File: config.mk
export PLATFORM = sky130hd
export DESIGN_NAME = rgb_to_hsv_pixel
export DESIGN_NICKNAME = d
export VERILOG_FILES = /design/src/rtl/core/rgbhsv_pkg.sv /design/src/rtl/core/rgbhsv_prep.sv /design/src/rtl/core/rgbhsv_div_cell.sv /design/src/rtl/core/rgbhsv_fin.sv /design/src/rtl/core/rgb_to_hsv_pixel.sv
export VERILOG_INCLUDE_DIRS = /design/src /design/src/rtl/core
export SDC_FILE = /design/constraint.sdc
export NUM_CORES = 1
export LEC_CHECK = 0
export BUFFER_PORTS_ARGS = -buffer_cell sky130_fd_sc_hd__buf_2
export CAP_MARGIN = 20
export CORE_MARGIN = 2
export CORE_UTILIZATION = 61
export CTS_CLUSTER_SIZE = 20
export DETAILED_ROUTE_END_ITERATION = 10
export PLACE_DENSITY = 0.78
export SLEW_MARGIN = 20
export SYNTH_ARGS = -nofsm -noshare
export SYNTH_HDL_FRONTEND = slang
export SYNTH_SLANG_ARGS = --single-unit
File: constraint.sdc
create_clock -name clk_i -period 4.29 [get_ports clk_i]
set_input_delay 0.429 -clock clk_i [delete_from_list [all_inputs] [get_ports clk_i]]
set_output_delay 0.429 -clock clk_i [all_outputs]
set_load 0.05 [all_outputs]
File: src/rtl/core/rgb_to_hsv_pixel_macros.svh
// ---------------------------------------------------------------------------
// RGB to HSV pixel converter: assertion macros
// Shorthands for the concurrent checks in the converter's RTL. Each macro
// samples on clk_i and is disabled while rst_ni is low.
// ---------------------------------------------------------------------------
`ifndef RGB_TO_HSV_PIXEL_MACROS_SVH
`define RGB_TO_HSV_PIXEL_MACROS_SVH

// The consequent must hold in the same cycle as the antecedent.
`define RHP_ASSERT_IMP(lbl, ante, cons, msg) \
  lbl: assert property (@(posedge clk_i) disable iff (!rst_ni) (ante) |-> (cons)) \
    else $error(msg);

// The consequent must hold in the cycle after the antecedent.
`define RHP_ASSERT_NXT(lbl, ante, cons, msg) \
  lbl: assert property (@(posedge clk_i) disable iff (!rst_ni) (ante) |=> (cons)) \
    else $error(msg);

`endif

File: src/rtl/core/rgbhsv_pkg.sv
// ---------------------------------------------------------------------------
// RGB to HSV pixel converter: shared package
// Item types, scaling constants and the record that travels along the chain
// of divider cells.
// ---------------------------------------------------------------------------
`timescale 1ns / 1ps
`default_nettype none

package rgbhsv_pkg;

  // Scaling constants of the hue circle and the saturation range.
  localparam int unsigned HueSextant  = 43;
  localparam int unsigned HueOfsRed   = 0;
  localparam int unsigned HueOfsGreen = 85;
  localparam int unsigned HueOfsBlue  = 171;
  localparam int unsigned FullScale   = 255;

  // One divider cell per quotient bit; both quotients stay below 256.
  localparam int unsigned QuotBits = 8;
  localparam int unsigned RemBits  = 16;

  // Input item.
  typedef struct packed {
    logic [7:0] blue;
    logic [7:0] green;
    logic [7:0] red;
  } pixel_rgb_t;

  // Result item.
  typedef struct packed {
    logic [7:0] hue;
    logic [7:0] saturation;
    logic [7:0] brightness;
  } pixel_hsv_t;

  // Record handed from cell to cell: two restoring divisions side by side.
  typedef struct packed {
    logic [RemBits-1:0]  sat_rem;
    logic [7:0]          sat_div;
    logic [QuotBits-1:0] sat_q;
    logic [RemBits-1:0]  hue_rem;
    logic [7:0]          hue_div;
    logic [QuotBits-1:0] hue_q;
    logic                hue_neg;
    logic [7:0]          hue_base;
    logic                grey;
    logic [7:0]          brightness;
  } rgbhsv_stage_t;

endpackage

`default_nettype wire

File: src/rtl/core/rgbhsv_prep.sv
// ---------------------------------------------------------------------------
// RGB to HSV pixel converter: front stage
// Finds the channel extremes, picks the hue sextant and forms the two
// dividends and divisors that the divider cells work on.
// ---------------------------------------------------------------------------
`timescale 1ns / 1ps
`default_nettype none

module rgbhsv_prep (
  input  logic                       clk_i,
  input  logic                       rst_ni,
  input  logic                       valid_i,
  output logic                       ready_o,
  input  rgbhsv_pkg::pixel_rgb_t     pixel_i,
  output logic                       valid_o,
  input  logic                       ready_i,
  output rgbhsv_pkg::rgbhsv_stage_t  stage_o
);

  logic                      valid_q;
  rgbhsv_pkg::rgbhsv_stage_t stage_q;
  rgbhsv_pkg::rgbhsv_stage_t stage_d;

  logic [7:0] max_val;
  logic [7:0] min_val;
  logic [7:0] chroma;
  logic [7:0] op_a;
  logic [7:0] op_b;
  logic [8:0] diff;
  logic [8:0] diff_abs;
  logic [13:0] hue_num;

  // Channel extremes; red takes ties over green, green over blue.
  always_comb begin
    max_val = pixel_i.red;
    min_val = pixel_i.red;
    if (pixel_i.green > max_val) max_val = pixel_i.green;
    if (pixel_i.blue > max_val) max_val = pixel_i.blue;
    if (pixel_i.green < min_val) min_val = pixel_i.green;
    if (pixel_i.blue < min_val) min_val = pixel_i.blue;
  end

  assign chroma = max_val - min_val;

  // Sextant selection and the signed channel difference.
  always_comb begin
    stage_d = '0;
    if (max_val == pixel_i.red) begin
      op_a              = pixel_i.green;
      op_b              = pixel_i.blue;
      stage_d.hue_base  = 8'(rgbhsv_pkg::HueOfsRed);
    end else if (max_val == pixel_i.green) begin
      op_a              = pixel_i.blue;
      op_b              = pixel_i.red;
      stage_d.hue_base  = 8'(rgbhsv_pkg::HueOfsGreen);
    end else begin
      op_a              = pixel_i.red;
      op_b              = pixel_i.green;
      stage_d.hue_base  = 8'(rgbhsv_pkg::HueOfsBlue);
    end
    diff     = {1'b0, op_a} - {1'b0, op_b};
    diff_abs = diff[8] ? (9'd0 - diff) : diff;
    hue_num  = 14'(diff_abs[7:0]) * 14'(rgbhsv_pkg::HueSextant);

    // Saturation dividend is 255 * chroma, written as a shift and subtract.
    stage_d.sat_rem    = {chroma, 8'd0} - {8'd0, chroma};
    stage_d.sat_div    = max_val;
    stage_d.hue_rem    = rgbhsv_pkg::RemBits'(hue_num);
    stage_d.hue_div    = chroma;
    stage_d.hue_neg    = diff[8];
    stage_d.grey       = (chroma == 8'd0);
    stage_d.brightness = max_val;
  end

  // Elastic stage register.
  assign ready_o = !valid_q || ready_i;

  always_ff @(posedge clk_i or negedge rst_ni) begin
    if (!rst_ni) begin
      valid_q <= 1'b0;
    end else if (ready_o) begin
      valid_q <= valid_i;
    end
  end

  always_ff @(posedge clk_i) begin
    if (valid_i && ready_o) begin
      stage_q <= stage_d;
    end
  end

  assign valid_o = valid_q;
  assign stage_o = stage_q;

endmodule

`default_nettype wire

File: src/rtl/core/rgbhsv_div_cell.sv
// ---------------------------------------------------------------------------
// RGB to HSV pixel converter: divider cell
// Settles one quotient bit of both the saturation and the hue division by a
// restoring trial subtract, then hands the record to the next cell.
// ---------------------------------------------------------------------------
`timescale 1ns / 1ps
`default_nettype none

`include "rgb_to_hsv_pixel_macros.svh"

module rgbhsv_div_cell #(
  parameter int unsigned BitIdx = 0
) (
  input  logic                       clk_i,
  input  logic                       rst_ni,
  input  logic                       valid_i,
  output logic                       ready_o,
  input  rgbhsv_pkg::rgbhsv_stage_t  stage_i,
  output logic                       valid_o,
  input  logic                       ready_i,
  output rgbhsv_pkg::rgbhsv_stage_t  stage_o
);

  localparam int unsigned TrialBits = rgbhsv_pkg::RemBits + 1;

  logic                      valid_q;
  rgbhsv_pkg::rgbhsv_stage_t stage_q;
  rgbhsv_pkg::rgbhsv_stage_t stage_d;

  logic [TrialBits-1:0] sat_shift;
  logic [TrialBits-1:0] sat_trial;
  logic [TrialBits-1:0] hue_shift;
  logic [TrialBits-1:0] hue_trial;

  logic stalled;
  logic rem_ok;

  // Divisors aligned to this cell's quotient bit.
  assign sat_shift = TrialBits'(stage_i.sat_div) << BitIdx;
  assign hue_shift = TrialBits'(stage_i.hue_div) << BitIdx;
  assign sat_trial = {1'b0, stage_i.sat_rem} - sat_shift;
  assign hue_trial = {1'b0, stage_i.hue_rem} - hue_shift;

  // Keep the difference and set the quotient bit when it did not go negative.
  always_comb begin
    stage_d = stage_i;
    if (!sat_trial[TrialBits-1]) begin
      stage_d.sat_rem       = sat_trial[TrialBits-2:0];
      stage_d.sat_q[BitIdx] = 1'b1;
    end
    if (!hue_trial[TrialBits-1]) begin
      stage_d.hue_rem       = hue_trial[TrialBits-2:0];
      stage_d.hue_q[BitIdx] = 1'b1;
    end
  end

  // Elastic stage register.
  assign ready_o = !valid_q || ready_i;

  always_ff @(posedge clk_i or negedge rst_ni) begin
    if (!rst_ni) begin
      valid_q <= 1'b0;
    end else if (ready_o) begin
      valid_q <= valid_i;
    end
  end

  always_ff @(posedge clk_i) begin
    if (valid_i && ready_o) begin
      stage_q <= stage_d;
    end
  end

  assign valid_o = valid_q;
  assign stage_o = stage_q;

  // Conditions used by the checks below.
  assign stalled = valid_q && !ready_i;
  assign rem_ok  = ({1'b0, stage_q.sat_rem} < (TrialBits'(stage_q.sat_div) << BitIdx)) &&
                   ({1'b0, stage_q.hue_rem} < (TrialBits'(stage_q.hue_div) << BitIdx));

  // A held record must not move while the next cell is full.
  `RHP_ASSERT_NXT(a_cell_hold, stalled, valid_q && $stable(stage_q), "cell record moved in stall")

  // After this bit both remainders are below the aligned divisor.
  `RHP_ASSERT_IMP(a_cell_rem, valid_q && !stage_q.grey, rem_ok, "remainder not reduced")

endmodule

`default_nettype wire

File: src/rtl/core/rgbhsv_fin.sv
// ---------------------------------------------------------------------------
// RGB to HSV pixel converter: output stage
// Applies the hue sign and sextant offset, clears grey pixels and holds the
// result item until it is taken.
// ---------------------------------------------------------------------------
`timescale 1ns / 1ps
`default_nettype none

module rgbhsv_fin (
  input  logic                       clk_i,
  input  logic                       rst_ni,
  input  logic                       valid_i,
  output logic                       ready_o,
  input  rgbhsv_pkg::rgbhsv_stage_t  stage_i,
  output logic                       valid_o,
  input  logic                       ready_i,
  output rgbhsv_pkg::pixel_hsv_t     pixel_o
);

  logic                   valid_q;
  rgbhsv_pkg::pixel_hsv_t pixel_q;
  rgbhsv_pkg::pixel_hsv_t pixel_d;
  logic [7:0]             hue_step;

  // Signed hue step added to the sextant offset, wrapping modulo 256.
  assign hue_step = stage_i.hue_neg ? (8'd0 - stage_i.hue_q) : stage_i.hue_q;

  always_comb begin
    pixel_d.brightness = stage_i.brightness;
    if (stage_i.grey) begin
      pixel_d.hue        = 8'd0;
      pixel_d.saturation = 8'd0;
    end else begin
      pixel_d.hue        = stage_i.hue_base + hue_step;
      pixel_d.saturation = stage_i.sat_q;
    end
  end

  // Output register.
  assign ready_o = !valid_q || ready_i;

  always_ff @(posedge clk_i or negedge rst_ni) begin
    if (!rst_ni) begin
      valid_q <= 1'b0;
    end else if (ready_o) begin
      valid_q <= valid_i;
    end
  end

  always_ff @(posedge clk_i) begin
    if (valid_i && ready_o) begin
      pixel_q <= pixel_d;
    end
  end

  assign valid_o = valid_q;
  assign pixel_o = pixel_q;

endmodule

`default_nettype wire

File: src/rtl/core/rgb_to_hsv_pixel.sv
// ---------------------------------------------------------------------------
// RGB to HSV pixel converter
// Converts 8-bit RGB pixels to 8-bit HSV through a chain of divider cells.
//
//   Channel   Handshake                    Payload
//   input     in_valid_i / in_ready_o      in_pixel_i  (blue, green, red)
//   output    out_valid_o / out_ready_i    out_pixel_o (hue, saturation, brightness)
//
// One item is taken per cycle while the output is not stalled; each item passes
// the front stage, eight divider cells, one per quotient bit, and the output register.
// Reset clears the valid bit of every stage; no data register is reset.
// A stall at the output fills the chain from the back; each stage still takes
// an item while the stage after it is empty or moving.
// ---------------------------------------------------------------------------
`timescale 1ns / 1ps
`default_nettype none

`include "rgb_to_hsv_pixel_macros.svh"

module rgb_to_hsv_pixel (
  input  logic                    clk_i,
  input  logic                    rst_ni,
  input  logic                    in_valid_i,
  output logic                    in_ready_o,
  input  rgbhsv_pkg::pixel_rgb_t  in_pixel_i,
  output logic                    out_valid_o,
  input  logic                    out_ready_i,
  output rgbhsv_pkg::pixel_hsv_t  out_pixel_o
);

  localparam int unsigned Cells = rgbhsv_pkg::QuotBits;

  logic                      valid [Cells+1];
  logic                      ready [Cells+1];
  rgbhsv_pkg::rgbhsv_stage_t stage [Cells+1];

  logic out_black;
  logic out_sat_zero;
  logic out_hue_zero;

  // Front stage: extremes, sextant and dividends.
  rgbhsv_prep u_prep (
    .clk_i   (clk_i),
    .rst_ni  (rst_ni),
    .valid_i (in_valid_i),
    .ready_o (in_ready_o),
    .pixel_i (in_pixel_i),
    .valid_o (valid[0]),
    .ready_i (ready[0]),
    .stage_o (stage[0])
  );

  // Divider cells, most significant quotient bit first.
  for (genvar k = 0; k < Cells; k++) begin : g_cell
    rgbhsv_div_cell #(
      .BitIdx (Cells - 1 - k)
    ) u_cell (
      .clk_i   (clk_i),
      .rst_ni  (rst_ni),
      .valid_i (valid[k]),
      .ready_o (ready[k]),
      .stage_i (stage[k]),
      .valid_o (valid[k+1]),
      .ready_i (ready[k+1]),
      .stage_o (stage[k+1])
    );
  end

  // Output stage: hue sign and offset, grey handling, result register.
  rgbhsv_fin u_fin (
    .clk_i   (clk_i),
    .rst_ni  (rst_ni),
    .valid_i (valid[Cells]),
    .ready_o (ready[Cells]),
    .stage_i (stage[Cells]),
    .valid_o (out_valid_o),
    .ready_i (out_ready_i),
    .pixel_o (out_pixel_o)
  );

  // Conditions used by the checks below.
  assign out_black    = (out_pixel_o.brightness == 8'd0);
  assign out_sat_zero = (out_pixel_o.saturation == 8'd0);
  assign out_hue_zero = (out_pixel_o.hue == 8'd0);

  // A black pixel gives an all-zero result.
  `RHP_ASSERT_IMP(a_black_zero, out_valid_o && out_black, out_hue_zero && out_sat_zero, "black pixel not all zero")

  // Zero saturation forces the hue to zero.
  `RHP_ASSERT_IMP(a_grey_hue, out_valid_o && out_sat_zero, out_hue_zero, "grey pixel with hue")

endmodule

`default_nettype wire
==> impl_metrics.toml <==
[outcome]
status = "finished with violations"
violations = "setup timing"

[clock_tree]
htree_levels = 2
clkSlewWorstSetupHoldPaths_ns = 0.06
numCtsBuffers = 50
cts.sinks = 533
clk_latency_ns = 0.56
cts-root-buf = "clkbuf_16"
clockBufferDepth = 3
cts_tree = "done"

[worst_hold_path]
hold_class = "in -> reg"

[worst_setup_path]
cp-start-kind = "primary input"
cp_data_required_time_ns = 4.60
path_class = "in -> reg"
critPathCaptureType = "flip-flop"
slowest_delay_ns = 0.55
cp_max_fo = 8
arrival_ns = 8.61
reg2reg_slack_ns = 0.81
slowest_stage = "fa_1"

[layout]
stdcell_count = 3132
final_area_um2 = 32800
syn_to_final_growth_pct = 19.9
seq_area_um2 = 16000
diodes = 0
fin_nets = 2758
layout-drive-gt1-share_pct = 22.8
n_fill_cell = 2694
multi_input_area_um2 = 11300

[timing]
final_hold_viol_count = 0
fin_skew_ns = 0.0114
worst_slew_pin_slew_ns = 0.792
maxSlewViolCount = 0
final.period_utilization_pct = 193
min_period_ns = 8.29
setup_ws_ns = -4.00
grt_setup_unrepaired = "true"
maxSlewHeadroom_pct = 47.2
fmaxAchievable_ghz = 0.121
finalSetupViolations = 33

[routing]
dr.pass1.iters = 7
dr_total_vias = 17201
dr.first_iter.drc_count = 909
vias_per_cell = 5.49
avgRoutedWirePerCell_um = 16.1
antenna_left = 0
finalWirelength_mm = 50.4
drcViolationCount = 0

[placed_design]
dp.cells = 3003
io_buffers = 53
hpwl_mm = 36.6
gp_congestion = 0.904
place_area_um2 = 29900

[synth]
syn_area_per_cell_um2 = 12.4
syn_nets = 2466
yosysTopAreaCell = "edfxtp_1"
ys_ff_latch = 533
synth_top_flop_cell = "edfxtp_1"
ys_top_cells_by_count = "edfxtp_1 (523), inv_1 (265), ha_1 (205), nor2_1 (153), nand2_1 (125)"
synth_top_area_share_pct = 57.4
synth_cell_types = 73
synth_edf_count = 523
synthArstFlopShare_pct = 1.88
yosysSeqAreaShare_pct = 58.3
yosysWarnings = 0
netlist_area_um2 = 27400
yosys-top-cells-area = "edfxtp_1 (57%), ha_1 (9.4%), inv_1 (3.6%), xnor2_1 (2.8%), nor2_1 (2.1%)"
synthCells = 2207
synth.most_common_cell = "edfxtp_1"

[global_routing]
grt.total_usage_pct = 21.7
antenna_found_initial = 0
grt-ovfl-total = 0
grt_pass1_wl_mm = 82.3
grt_max_degree = 67
grt_pass1_vias = 17640

[floorplanning]
dieArea_um2 = 46600
rows = 77
top_level_ports = 54
die_h_um = 216
fp.dieW_um = 216
initial_core_util_pct = 61.9
core_area_um2 = 44200

[job]
maxCapViolCount = 0
[path summary, 6_finish.rpt]
kind / endpoint / startpoint / cells past startpoint
setup / recovery: u_prep.stage_o[46]$_DFFE_PP_ / in_pixel_i[1] / 47
hold / removal: u_prep.valid_o$_DFFE_PN0N_ / in_valid_i / 2
setup reg to reg: g_cell[1].u_cell.stage_o[40]$_DFFE_PP_ / g_cell[0].u_cell.stage_o[40]$_DFFE_PP_ / 12
hold reg to reg: g_cell[6].u_cell.stage_o[8]$_DFFE_PP_ / g_cell[5].u_cell.stage_o[8]$_DFFE_PP_ / 0
max in group asynchronous: g_cell[4].u_cell.valid_o$_DFFE_PN0P_ / rst_ni / 2
min in group asynchronous: u_fin.valid_o$_DFFE_PN0P_ / rst_ni / 2
[timing repair]
| item | CTS | global route |
|---|---|---|
| setup buffers | 28 | 22 |
| endpoints found under the setup margin | 35 | 36 |
| resized for setup | 86 | 91 |
| hold buffers | 1 | 0 |
| pin swaps | 70 | 60 |
| cloned | 0 | 1 |
| hold endpoints to repair | 10 | 0 |
[per-layer routing]
layer  track usage [%]  vias up  part of all wire [%]
li1                  -     8493                     -
met1              23.8     8199                    39
met2              41.7      384                    54
met3              2.79      125                   3.2
met4              9.59        0                   4.1
met5                 0        -                     0
[cell families (layout without fill, tap and decap cells)]
family | Yosys count | count (layout) | synth area share, %
mux | 77 | 77 | 2.99
flops | 533 | 533 | 58.3
simple gates | 495 | 495 | 8.65
fa+ha+maj | 231 | 231 | 11.3
xor+xnor | 144 | 144 | 4.63
other cells | 1 | 1 | 0.0137
compound gates | 430 | 430 | 10.1
buf+inv | 296 | 629 | 4.12
[area by class of cell]
class | count | share of cell area [%]
inverter | 265 | 3.08
tap | 592 | 2.26
multi-input combinational | 1378 | 34.4
timing repair buffer | 271 | 6.21
clock buffer | 65 | 4.36
clock inverter | 28 | 1.09
sequential | 533 | 48.6
[critical path, delay by kind of cell]
family	cells	cell delay, ns
AOI/OAI and AO/OA	18	3.18
xor gates and xnor gates	2	0.31
adders and majority gates	8	2.57
buffers and inverters	10	0.79
muxes	3	0.66
and+or+nand+nor	6	0.66
[cell usage in the layout, fill, tap and decap left out, types with 33 or more instances in the layout]
cell type  instances
buf_4            184
o21ai_0          107
clkbuf_16         53
edfxtp_1         523
a21oi_1           83
a21boi_0          42
nand2_1          117
ha_1             180
buf_2             52
mux2_2            38
nor2_1           142
xor2_1            49
a21o_1            34
buf_6             33
inv_1            237
xnor2_1           76
nor2b_1           49
[sequential cells by signal, summed over array words and instances, names as in the netlist]
register,cells
u_prep.valid_o,1
g_cell.u_cell.stage_o,449
u_fin.valid_o,1
g_cell.u_cell.valid_o,8
u_fin.pixel_o,24
u_prep.stage_o,50
[metrics by stage]
stage                     util [%]  hold slack, ns  setup TNS [ns]  setup WS (ns)
after floorplan                  -           0.133          -60.56          -4.47
after global placement        67.6           0.336          -73.11          -4.43
after detailed placement      67.6           0.351          -79.90          -4.78
after CTS                     73.1          0.0811          -52.84          -3.96
after global routing          74.2           0.109          -62.07          -4.37
final                         74.2           0.117          -53.48          -4.00
Power is left out: the tool's default activity adds up to more than one toggle a clock period on the data nets, which glitch-free logic cannot reach.
